[config.mk]
export PLATFORM = sky130hd
export DESIGN_NAME = score_window_interval_builder_top_flat
export DESIGN_NICKNAME = d
export VERILOG_FILES = /design/src/swib_pkg.sv /design/src/swib_win_if.sv /design/src/swib_ivl_if.sv /design/src/score_window_interval_builder_top.sv /design/src/swib_cfg.sv /design/src/swib_core.sv /design/src/swib_outq.sv /design/src/flat_wrapper.sv
export SDC_FILE = /design/constraint.sdc
export NUM_CORES = 1
export LEC_CHECK = 0
export BUFFER_PORTS_ARGS = -buffer_cell sky130_fd_sc_hd__clkbuf_2
export CORE_ASPECT_RATIO = 2
export CORE_MARGIN = 3
export CORE_UTILIZATION = 35
export CTS_CLUSTER_SIZE = 25
export DETAILED_ROUTE_END_ITERATION = 10
export PLACE_DENSITY = 0.61
export SLEW_MARGIN = 0
export SYNTH_ARGS = -nofsm -noshare
export SYNTH_HDL_FRONTEND = slang
export SYNTH_SLANG_ARGS = --single-unit
[constraint.sdc]
create_clock -name clk -period 18.6 [get_ports clk]
set_input_delay 5.58 -clock clk [delete_from_list [all_inputs] [get_ports clk]]
set_output_delay 5.58 -clock clk [all_outputs]
set_load 0.02 [all_outputs]
[src/swib_pkg.sv]
// swib_pkg: shared widths, register indexes, reset values and types
// for the scored-window interval builder; no dependencies
`timescale 1ns / 1ps

package swib_pkg;

  localparam int DATA_W        = 32;
  localparam int POS_BITS_DEF  = 32;
  localparam int CFG_ADDR_W    = 3;
  localparam int QUEUE_DEPTH   = 4;

  localparam logic REG_EXTEND_THRESHOLD = 1'b0;
  localparam logic REG_TRIGGER_CUTOFF   = 1'b1;

  localparam logic [DATA_W-1:0] EXTEND_THRESHOLD_RST = 32'd1;
  localparam logic [DATA_W-1:0] TRIGGER_CUTOFF_RST   = 32'd1;

  typedef struct packed {
    logic [DATA_W-1:0] extend_threshold;
    logic [DATA_W-1:0] trigger_cutoff;
  } cfg_t;

  typedef struct packed {
    logic [DATA_W-1:0] interval_start;
    logic [DATA_W-1:0] interval_end;
    logic              last_of_run;
  } ivl_t;

  typedef struct packed {
    logic push0;
    logic push1;
    ivl_t word0;
    ivl_t word1;
  } push_t;

endpackage

[src/swib_win_if.sv]
// swib_win_if: input channel carrying one scored window per word
// depends on swib_pkg
`timescale 1ns / 1ps

interface swib_win_if
  import swib_pkg::*;
();
  logic              valid;
  logic              ready;
  logic [DATA_W-1:0] window_start;
  logic [DATA_W-1:0] window_end;
  logic [DATA_W-1:0] window_score;
  logic [DATA_W-1:0] trig_score;
  logic              sequence_end;

  modport source (output valid, window_start, window_end, window_score,
                  trig_score, sequence_end, input ready);
  modport sink (input valid, window_start, window_end, window_score,
                trig_score, sequence_end, output ready);
endinterface

[src/swib_ivl_if.sv]
// swib_ivl_if: result channel carrying one finished interval per word
// depends on swib_pkg
`timescale 1ns / 1ps

interface swib_ivl_if
  import swib_pkg::*;
();
  logic              valid;
  logic              ready;
  logic [DATA_W-1:0] interval_start;
  logic [DATA_W-1:0] interval_end;
  logic              last_of_run;

  modport source (output valid, interval_start, interval_end, last_of_run,
                  input ready);
  modport sink (input valid, interval_start, interval_end, last_of_run,
                output ready);
endinterface

[src/score_window_interval_builder_top.sv]
// score_window_interval_builder_top: top level of the interval builder
// depends on swib_pkg, swib_win_if, swib_ivl_if, swib_cfg, swib_core, swib_outq
//
//  channel  dir  handshake           words
//  in_ch    in   valid/ready         one scored window
//  out_ch   out  valid/ready         zero to two intervals per window
//  cfg_*    in   apb, pready high    extend_threshold @0, trigger_cutoff @4
//
// one window accepted per cycle while in_ch.ready is high; results are queued
// on acceptance, and a window with two results leaves as two output words
// in_ch.ready drops only when the four-word result queue has under two slots
// reset is synchronous; it clears the open interval and the result queue
`timescale 1ns / 1ps

module score_window_interval_builder_top
  import swib_pkg::*;
#(
  parameter int POSITION_BITS = POS_BITS_DEF
) (
  input  logic                  clk,
  input  logic                  rst_n,
  swib_win_if.sink              in_ch,
  swib_ivl_if.source            out_ch,
  input  logic                  cfg_psel,
  input  logic                  cfg_penable,
  input  logic                  cfg_pwrite,
  input  logic [CFG_ADDR_W-1:0] cfg_paddr,
  input  logic [DATA_W-1:0]     cfg_pwdata,
  output logic [DATA_W-1:0]     cfg_prdata,
  output logic                  cfg_pready
);

  cfg_t  cfg;
  push_t push;
  ivl_t  out_word;
  logic  room;
  logic  accept;

  assign in_ch.ready = room;
  assign accept      = in_ch.valid && room;

  swib_cfg u_cfg (
    .clk     (clk),
    .rst_n   (rst_n),
    .psel    (cfg_psel),
    .penable (cfg_penable),
    .pwrite  (cfg_pwrite),
    .paddr   (cfg_paddr),
    .pwdata  (cfg_pwdata),
    .prdata  (cfg_prdata),
    .pready  (cfg_pready),
    .cfg     (cfg)
  );

  swib_core #(
    .POSITION_BITS (POSITION_BITS)
  ) u_core (
    .clk           (clk),
    .rst_n         (rst_n),
    .accept        (accept),
    .window_start  (in_ch.window_start),
    .window_end    (in_ch.window_end),
    .window_score  (in_ch.window_score),
    .trig_score    (in_ch.trig_score),
    .sequence_end  (in_ch.sequence_end),
    .cfg           (cfg),
    .push          (push)
  );

  swib_outq u_outq (
    .clk       (clk),
    .rst_n     (rst_n),
    .push      (push),
    .room      (room),
    .out_valid (out_ch.valid),
    .out_ready (out_ch.ready),
    .out_word  (out_word)
  );

  assign out_ch.interval_start = out_word.interval_start;
  assign out_ch.interval_end   = out_word.interval_end;
  assign out_ch.last_of_run    = out_word.last_of_run;

endmodule

[src/swib_cfg.sv]
// swib_cfg: apb-style register file for threshold and cutoff
// depends on swib_pkg
`timescale 1ns / 1ps

module swib_cfg
  import swib_pkg::*;
(
  input  logic                  clk,
  input  logic                  rst_n,
  input  logic                  psel,
  input  logic                  penable,
  input  logic                  pwrite,
  input  logic [CFG_ADDR_W-1:0] paddr,
  input  logic [DATA_W-1:0]     pwdata,
  output logic [DATA_W-1:0]     prdata,
  output logic                  pready,
  output cfg_t                  cfg
);

  cfg_t cfg_r;
  logic wr_en;

  assign pready = 1'b1;
  assign wr_en  = psel && penable && pwrite;
  assign cfg    = cfg_r;

  always_ff @(posedge clk) begin
    if (!rst_n) begin
      cfg_r.extend_threshold <= EXTEND_THRESHOLD_RST;
      cfg_r.trigger_cutoff   <= TRIGGER_CUTOFF_RST;
    end else if (wr_en) begin
      unique case (paddr[2])
        REG_EXTEND_THRESHOLD: cfg_r.extend_threshold <= pwdata;
        REG_TRIGGER_CUTOFF:   cfg_r.trigger_cutoff   <= pwdata;
        default: ;
      endcase
    end
  end

  always_comb begin
    unique case (paddr[2])
      REG_EXTEND_THRESHOLD: prdata = cfg_r.extend_threshold;
      REG_TRIGGER_CUTOFF:   prdata = cfg_r.trigger_cutoff;
      default:              prdata = '0;
    endcase
  end

endmodule

[src/swib_core.sv]
// swib_core: open-interval state and per-window decision logic
// depends on swib_pkg; drives up to two result words into swib_outq
`timescale 1ns / 1ps

module swib_core
  import swib_pkg::*;
#(
  parameter int POSITION_BITS = POS_BITS_DEF
) (
  input  logic              clk,
  input  logic              rst_n,
  input  logic              accept,
  input  logic [DATA_W-1:0] window_start,
  input  logic [DATA_W-1:0] window_end,
  input  logic [DATA_W-1:0] window_score,
  input  logic [DATA_W-1:0] trig_score,
  input  logic              sequence_end,
  input  cfg_t              cfg,
  output push_t             push
);

  logic [POSITION_BITS-1:0] open_start_r, open_start_nxt;
  logic [POSITION_BITS-1:0] open_end_r, open_end_nxt;
  logic [POSITION_BITS-1:0] covered_end_r, covered_end_nxt;
  logic [POSITION_BITS-1:0] ws, we;
  logic [POSITION_BITS-1:0] os_a, oe_a, ce_a;
  logic [POSITION_BITS:0]   ce_p1;
  logic is_open, gap, below_ext, below_cut, close1, flush;

  assign ws        = window_start[POSITION_BITS-1:0];
  assign we        = window_end[POSITION_BITS-1:0];
  assign is_open   = open_end_r > open_start_r;
  assign ce_p1     = {1'b0, covered_end_r} + {{POSITION_BITS{1'b0}}, 1'b1};
  assign gap       = {1'b0, ws} > ce_p1;
  assign below_ext = window_score < cfg.extend_threshold;
  assign below_cut = trig_score < cfg.trigger_cutoff;

  always_comb begin
    close1 = 1'b0;
    os_a   = open_start_r;
    oe_a   = open_end_r;
    ce_a   = covered_end_r;
    if (below_ext) begin
      if (is_open && ws > covered_end_r) begin
        close1 = 1'b1;
        os_a   = '0;
        oe_a   = '0;
        ce_a   = '0;
      end
    end else if (below_cut) begin
      if (is_open) begin
        if (gap) begin
          close1 = 1'b1;
          os_a   = '0;
          oe_a   = '0;
          ce_a   = '0;
        end else begin
          ce_a = we;
        end
      end
    end else begin
      if (is_open) begin
        if (gap) begin
          close1 = 1'b1;
          os_a   = ws;
        end
      end else begin
        os_a = ws;
      end
      oe_a = we;
      ce_a = we;
    end

    flush = sequence_end && (oe_a > os_a);

    if (sequence_end) begin
      open_start_nxt  = '0;
      open_end_nxt    = '0;
      covered_end_nxt = '0;
    end else begin
      open_start_nxt  = os_a;
      open_end_nxt    = oe_a;
      covered_end_nxt = ce_a;
    end
  end

  always_comb begin
    push.push0 = accept && (close1 || flush);
    push.push1 = accept && close1 && flush;
    if (close1) begin
      push.word0.interval_start = DATA_W'(open_start_r);
      push.word0.interval_end   = DATA_W'(open_end_r);
      push.word0.last_of_run    = !flush;
    end else begin
      push.word0.interval_start = DATA_W'(os_a);
      push.word0.interval_end   = DATA_W'(oe_a);
      push.word0.last_of_run    = 1'b1;
    end
    push.word1.interval_start = DATA_W'(os_a);
    push.word1.interval_end   = DATA_W'(oe_a);
    push.word1.last_of_run    = 1'b1;
  end

  always_ff @(posedge clk) begin
    if (!rst_n) begin
      open_start_r  <= '0;
      open_end_r    <= '0;
      covered_end_r <= '0;
    end else if (accept) begin
      open_start_r  <= open_start_nxt;
      open_end_r    <= open_end_nxt;
      covered_end_r <= covered_end_nxt;
    end
  end

endmodule

[src/swib_outq.sv]
// swib_outq: small result queue taking up to two words per cycle
// depends on swib_pkg; feeds out_ch one word per cycle while ready
`timescale 1ns / 1ps

module swib_outq
  import swib_pkg::*;
(
  input  logic  clk,
  input  logic  rst_n,
  input  push_t push,
  output logic  room,
  output logic  out_valid,
  input  logic  out_ready,
  output ivl_t  out_word
);

  localparam int IDX_W = $clog2(QUEUE_DEPTH);

  ivl_t             mem [QUEUE_DEPTH];
  logic [IDX_W-1:0] wr_ptr_r, wr_ptr_nxt;
  logic [IDX_W-1:0] rd_ptr_r, rd_ptr_nxt;
  logic [IDX_W:0]   count_r, count_nxt;
  logic [IDX_W-1:0] wr_ptr_p1;
  logic             pop;
  logic [IDX_W:0]   n_push;

  assign out_valid = count_r != '0;
  assign out_word  = mem[rd_ptr_r];
  assign pop       = out_valid && out_ready;
  assign room      = count_r <= (IDX_W+1)'(QUEUE_DEPTH - 2);
  assign wr_ptr_p1 = wr_ptr_r + {{(IDX_W-1){1'b0}}, 1'b1};
  assign n_push    = (IDX_W+1)'(push.push0) + (IDX_W+1)'(push.push1);

  always_comb begin
    wr_ptr_nxt = wr_ptr_r + n_push[IDX_W-1:0];
    rd_ptr_nxt = rd_ptr_r + {{(IDX_W-1){1'b0}}, pop};
    count_nxt  = count_r + n_push - (IDX_W+1)'(pop);
  end

  always_ff @(posedge clk) begin
    if (push.push0) begin
      mem[wr_ptr_r] <= push.word0;
    end
    if (push.push1) begin
      mem[wr_ptr_p1] <= push.word1;
    end
  end

  always_ff @(posedge clk) begin
    if (!rst_n) begin
      wr_ptr_r <= '0;
      rd_ptr_r <= '0;
      count_r  <= '0;
    end else begin
      wr_ptr_r <= wr_ptr_nxt;
      rd_ptr_r <= rd_ptr_nxt;
      count_r  <= count_nxt;
    end
  end

endmodule
[src/flat_wrapper.sv]
// flat-port wrapper written by rule: the top's interface ports become plain ports
module score_window_interval_builder_top_flat import swib_pkg::*;
#(
  parameter int POSITION_BITS = POS_BITS_DEF
)
  (clk, rst_n, cfg_psel, cfg_penable, cfg_pwrite, cfg_paddr, cfg_pwdata, cfg_prdata, cfg_pready, in_ch_valid, in_ch_window_start, in_ch_window_end, in_ch_window_score, in_ch_trig_score, in_ch_sequence_end, in_ch_ready, out_ch_valid, out_ch_interval_start, out_ch_interval_end, out_ch_last_of_run, out_ch_ready);
  swib_win_if in_ch_i ();
  swib_ivl_if out_ch_i ();
  input  logic clk;
  input  logic rst_n;
  input  logic cfg_psel;
  input  logic cfg_penable;
  input  logic cfg_pwrite;
  input  logic [CFG_ADDR_W-1:0] cfg_paddr;
  input  logic [DATA_W-1:0] cfg_pwdata;
  output logic [DATA_W-1:0] cfg_prdata;
  output logic cfg_pready;
  input wire logic [$bits(in_ch_i.valid)-1:0] in_ch_valid;
  input wire logic [$bits(in_ch_i.window_start)-1:0] in_ch_window_start;
  input wire logic [$bits(in_ch_i.window_end)-1:0] in_ch_window_end;
  input wire logic [$bits(in_ch_i.window_score)-1:0] in_ch_window_score;
  input wire logic [$bits(in_ch_i.trig_score)-1:0] in_ch_trig_score;
  input wire logic [$bits(in_ch_i.sequence_end)-1:0] in_ch_sequence_end;
  output wire logic [$bits(in_ch_i.ready)-1:0] in_ch_ready;
  output wire logic [$bits(out_ch_i.valid)-1:0] out_ch_valid;
  output wire logic [$bits(out_ch_i.interval_start)-1:0] out_ch_interval_start;
  output wire logic [$bits(out_ch_i.interval_end)-1:0] out_ch_interval_end;
  output wire logic [$bits(out_ch_i.last_of_run)-1:0] out_ch_last_of_run;
  input wire logic [$bits(out_ch_i.ready)-1:0] out_ch_ready;
  assign in_ch_i.valid = in_ch_valid;
  assign in_ch_i.window_start = in_ch_window_start;
  assign in_ch_i.window_end = in_ch_window_end;
  assign in_ch_i.window_score = in_ch_window_score;
  assign in_ch_i.trig_score = in_ch_trig_score;
  assign in_ch_i.sequence_end = in_ch_sequence_end;
  assign in_ch_ready = in_ch_i.ready;
  assign out_ch_valid = out_ch_i.valid;
  assign out_ch_interval_start = out_ch_i.interval_start;
  assign out_ch_interval_end = out_ch_i.interval_end;
  assign out_ch_last_of_run = out_ch_i.last_of_run;
  assign out_ch_i.ready = out_ch_ready;
  score_window_interval_builder_top #(.POSITION_BITS(POSITION_BITS)) u_core (.clk(clk), .rst_n(rst_n), .in_ch(in_ch_i), .out_ch(out_ch_i), .cfg_psel(cfg_psel), .cfg_penable(cfg_penable), .cfg_pwrite(cfg_pwrite), .cfg_paddr(cfg_paddr), .cfg_pwdata(cfg_pwdata), .cfg_prdata(cfg_prdata), .cfg_pready(cfg_pready));
endmodule
After elaboration in Yosys (flattened, before gate mapping)
Memory sizes are Yosys's and may differ from the RTL's. A register that Yosys moved wholly into a read port is not among the register bits.
Index checks and enable logic that the tools add are counted.
- flip-flop bits (word level): 167
- memory bits (writable): 260
- bits of input ports: 171
- output and inout port bits: 100
- word-level logic and storage cells: 72
- memories kept: 1
- add/subtract/negate cells: 7
- $lt $le $gt $ge: 7
- eq/ne operators: 2
- mux-type cells: 31
- bitwise gates (word level): 1
- reductions and logical operators: 15
- memories (memory ; words ; bits a word ; rd ports ; clocked after memory_dff ; wr ports ; RTL line ; text):
    u_core.u_outq.mem ; 4 ; 65 ; 1 ; 1 ; 2 ; swib_outq.sv:19 ; ivl_t mem [QUEUE_DEPTH];
- operators by type and width (operator ; count):
    $mux W32 ; 20
    $gt A32 B32 Y1 ; 3
    $mux W65 ; 1
    $lt A32 B32 Y1 ; 2
    $pmux W32 S2 ; 1
    $add A32 B1 Y33 const B ; 1
    $gt A32 B33 Y1 ; 1
    $logic_and A1 B1 Y1 ; 9
    $mux W1 ; 8
    $ne A4 B4 Y1 const B ; 1
    $reduce_and A2 Y1 ; 2
    $add A3 B2 Y3 ; 1
    $le A3 B2 Y1 const B ; 1
    $ne A3 B2 Y1 const B ; 1
    $reduce_and A3 Y1 ; 1
    $reduce_bool A3 Y1 ; 1
    $sub A3 B1 Y3 ; 1
    $add A1 B1 Y2 ; 1
    $add A2 B1 Y2 ; 1
    $add A2 B1 Y2 const B ; 1
    $add A2 B2 Y2 ; 1
    $mux W2 ; 1
    $logic_not A1 Y1 ; 1
    $logic_or A1 B1 Y1 ; 1
    $not A1 Y1 ; 1

Logic depth before layout (Yosys ltp)
- word-level depth: 13
- depth in mapped cells: 39
- depth with buffers taken out: 37

By module
From an unflattened synthesis, not the netlist that was laid out.
- cell total of the unflattened synthesis: 2332
- area total of the unflattened synthesis: 26077.5 µm²
- modules (own cells, without submodules) (module ; instances ; cells each ; area each (µm²) ; seq. area each (µm²)):
    swib_outq ; 1 ; 671 ; 12987.5 ; 7947.6
    swib_core ; 1 ; 1378 ; 10264.8 ; 1921.8
    swib_cfg ; 1 ; 282 ; 2819.0 ; 1281.2
    score_window_interval_builder_top ; 1 ; 1 ; 6.3 ; 0.0

Worst setup path before layout
No wires, ideal clock.
- path kind: input to register
- start point: in in_ch_window_score[27]
- end point: mem u_core.u_outq.mem[0][10] in the netlist's numbering, enable pin
- library setup time: 584 ps
- arrival: 14229 ps
- required time: 18016 ps
- slack: 3788 ps
- stages: 20
- buffers on the path: 3
- cells stage by stage: ha_1 -> nand4_1 -> nor4_2 -> inv_1 -> o221a_2 -> and3_1 -> nor2_2 -> o21a_1 -> buf_2 -> buf_2 -> buf_2 -> a22oi_1 -> ha_1 -> nand4_1 -> nor4_1 -> o211ai_1 -> a311oi_1 -> nor2_1 -> a31o_2 -> o32ai_1
- RTL lines (what ; RTL line ; text):
    from (decl) ; flat_wrapper.sv:21 ; input wire logic [$bits(in_ch_i.window_score)-1:0] in_ch_window_score;
    to (decl) ; swib_outq.sv:19 ;

==> impl_metrics.json <==
{
  "drt_iter0_drc": 1655,
  "synthArstFlopShare": 0,
  "clk_latency_ns": 0.61,
  "dieArea_mm2": 0.0747,
  "ant_nets": 0,
  "cts_buffer_depth": 3,
  "avgRoutedWirePerCell_um": 28.2,
  "syn_inst": 2293,
  "first_pass_iters": 5,
  "path_delay_family": "simple AND/OR/NAND/NOR gates",
  "use_met2": 0.458,
  "setup_violations": 0,
  "via_per_inst": 6.14,
  "start_util": 0.356,
  "report.final.slew_viol_count": 0,
  "pwr-share-clk": 0.289,
  "synth-edff-count": 256,
  "status": "finished, final reports clean",
  "hold_depth": 2,
  "htree_num_levels": 2,
  "postSynthNetCount": 2662,
  "min_delay_worst_endpoint": "u_core.u_cfg.cfg[57]$_SDFFE_PN0P_",
  "worst_path_most_repeated_cell": "nor2_1",
  "fillerInstances": 6767,
  "finalWirelength_mm": 96.5,
  "grt_usage": 0.249,
  "fp.dieW_um": 195,
  "ios": 271,
  "grt_overflow": 0,
  "clock_sinks": 427,
  "drv_cap": 0,
  "slowest_stage": "and2_2",
  "cts.clk_slew.worst_paths_ns": 0.06,
  "cts_buffers": 42,
  "die_h_um": 384,
  "netlist.area_leader.share": 0.308,
  "num-nets-final": 2852,
  "vias": 21000,
  "yosysTopAreaCell": "edfxtp_1",
  "dpl_cell_area_mm2": 0.0271,
  "hpwlAfterDp_mm": 68.1,
  "drive_gt1_frac": 0.194,
  "period_share": 0.742,
  "synth-seq-cells": 427,
  "grtUsageMet1": 0.243,
  "core_area_mm2": 0.0701,
  "cts-root-buf": "clkbuf_16",
  "place.gp.congestion": 1.01,
  "max_stage_delay_ns": 0.89,
  "grt_antenna_before_repair": 9,
  "vdd_drop_max_mv": 0.0789,
  "yosysUniqueCellTypes": 80,
  "cts_tree": "yes",
  "netlist_area_mm2": 0.0250,
  "p_sw_mw": 1.20,
  "ys_seq_area_frac": 0.445,
  "postCtsSetupBuffers": 0,
  "finalPower_mw": 3.13,
  "p_seq_frac": 0.370,
  "area_growth_pct": 14.4,
  "grt_pass1_wl_mm": 139,
  "fin_area_mm2": 0.0285,
  "crit_arrival_ns": 14.03,
  "min_from": "u_core.u_cfg.cfg[57]$_SDFFE_PN0P_",
  "syn_avg_cell_area_um2": 10.9,
  "grt_pass1_vias": 21600,
  "cts_resized": 0,
  "rr_worst_depth": 27,
  "grt_busiest_layer": "met2",
  "max_slew_margin": 0.110,
  "fmax_mhz": 72.4,
  "worst-path-max-fanout": 69,
  "r2r-start": "u_core.u_core.covered_end_r[12]$_SDFFE_PN0P_",
  "port_buffers": 267,
  "rows": 137,
  "final_common_cell": "nand2_1",
  "worst_pin_slew_ns": 1.33,
  "critPathKind": "primary input to flop",
  "internal_power_mw": 1.93,
  "rrSetupSlack_ns": 8.44,
  "reg2reg_to": "u_core.u_outq.mem[1][42]$_DFFE_PP_",
  "comb_power_share": 0.341,
  "skew_ns": 0.0383,
  "grt_start_max_net_pins": 107,
  "yosys_warnings": 0,
  "ys.flop_type": "edfxtp_1",
  "power_density_mw_per_mm2": 110,
  "leakagePower_nw": 10.3,
  "cp.required_ns": 18.82,
  "final_cell_mix": "298 x nand2_1, 267 x clkbuf_2, 256 x edfxtp_1",
  "cp_num_buf_inv": 4,
  "holdBufCountCts": 0,
  "drc_errors": 0,
  "met3_usage": 0.0407,
  "ys_top_cells_by_area": "edfxtp_1 31%, dfxtp_1 14%, ha_1 9.9%",
  "rsz0062_at_grt": "false",
  "tns_ns": 0,
  "cp-end-kind": "flop",
  "start_kind": "primary input",
  "swShare": 0.382,
  "crit_chain": "clkbuf_2 -> ha_1 -> nand4_1 -> nor4_1 -> a41oi_1 -> a211oi_1 -> nor2_1 -> nor2_2 -> buf_4 -> o21a_4 -> buf_4 -> a22oi_1 -> ha_1 -> nand4_1 -> nor2_1 -> o311ai_1 -> a311oi_1 -> nor2_1 -> nor2_1 -> nand3_2 -> mux2i_1 -> and2_2 -> buf_4",
  "finalHoldViolations": 0,
  "min_period_ns": 13.81,
  "holdCritPathClass": "flop to flop"
}
-- synth_stat cells, drive strengths merged (8+ instances only) --
library cell  count
ha              197
a21o             49
o21ai            69
mux4             65
a21boi           67
xnor2            33
and2             45
nor4             14
nand4            32
o22ai            31
o21a              8
clkbuf           77
and3             10
a32o            129
nand2           300
o32ai            40
nand3            70
buf              77
edfxtp          256
inv             151
nand2b            8
a22oi            35
a21oi            61
a22o            131
nor2             41
a211oi           15
and4              8
dfxtp           171
mux2i            33
-- worst max path at each step --
| stage | from | endpoint | slack (ns) | depth (start not counted) |
|---|---|---|---|---|
| after floorplan | in_ch_window_score[27] | u_core.u_outq.mem[0][10]$_DFFE_PP_ | 3.79 | 20 |
| after CTS | in_ch_trig_score[29] | u_core.u_outq.mem[1][40]$_DFFE_PP_ | 4.94 | 23 |
| after global placement | in_ch_trig_score[29] | u_core.u_outq.mem[1][53]$_DFFE_PP_ | 4.48 | 23 |
| after global routing | in_ch_trig_score[29] | u_core.u_outq.mem[1][40]$_DFFE_PP_ | 4.45 | 23 |
| after detailed placement | in_ch_trig_score[29] | u_core.u_outq.mem[3][53]$_DFFE_PP_ | 4.33 | 23 |
| final | in_ch_trig_score[29] | u_core.u_outq.mem[1][42]$_DFFE_PP_ | 4.79 | 23 |
-- power groups by stage --
stage / Clock (mW) / Sequential (mW) / Combinational, mW
global route: 0.951 / 1.16 / 1.13
CTS: 0.921 / 1.16 / 1.07
detailed placement: 0 / 1.18 / 1.07
floorplan: 0 / 1.15 / 0.701
finish: 0.904 / 1.16 / 1.07
global placement: 0 / 1.17 / 1.05
-- routing by layer --
layer	vias to the layer above	part of all wire
li1	9246	-
met1	10300	0.32
met2	1128	0.52
met3	328	0.065
met4	6	0.099
met5	-	0.00041
-- stage by stage --
stage | hold WS [ns] | std cells | setup slack (ns) | util
floorplan | 0.438 | 2293 | 3.79 | -
global placement | 0.455 | 3342 | 4.48 | 0.387
detailed placement | 0.460 | 3342 | 4.33 | 0.387
CTS | 0.468 | 3420 | 4.94 | 0.407
global route | 0.490 | 3420 | 4.45 | 0.407
finish | 0.465 | 3427 | 4.79 | 0.407
-- registers in the layout, indices dropped and copies added (netlist names) --
register and count:
u_core.u_core.open_start_r 32, u_core.u_outq.count_r 3, u_core.u_outq.wr_ptr_r 2, u_core.u_core.covered_end_r 32, u_core.u_cfg.cfg 64, u_core.u_outq.mem 260
u_core.u_core.open_end_r 32, u_core.u_outq.rd_ptr_r 2
-- cells by family (layout without fill, tap and decap cells) --
kind of cell,Yosys count,after routing,synth area share
flops,427,427,0.445
simple gates,546,546,0.102
fa+ha+maj,198,198,0.0996
mux,99,99,0.0724
other cells,1,8,0.000150
xor+xnor,35,35,0.0123
compound gates,682,682,0.219
buf+inv,305,529,0.0502
-- worst min-delay path, stage by stage (launching register included) --
cell	delay (ns)
dfxtp_1	0.30
nand2_1	0.04
a21boi_0	0.06
-- final cells by class --
class                           instances  area, um2  area share
Tap cell                              903       1130      0.0396
Clock inverter                         21        231     0.00811
Clock buffer                           57       1180      0.0413
Sequential cell                       427      11100       0.390
Multi-Input combinational cell       1561      12700       0.445
Antenna cell                            7       17.5    0.000614
Timing Repair Buffer                  300       1580      0.0555
Inverter                              151        567      0.0199
(Power assumes the default switching activity.)
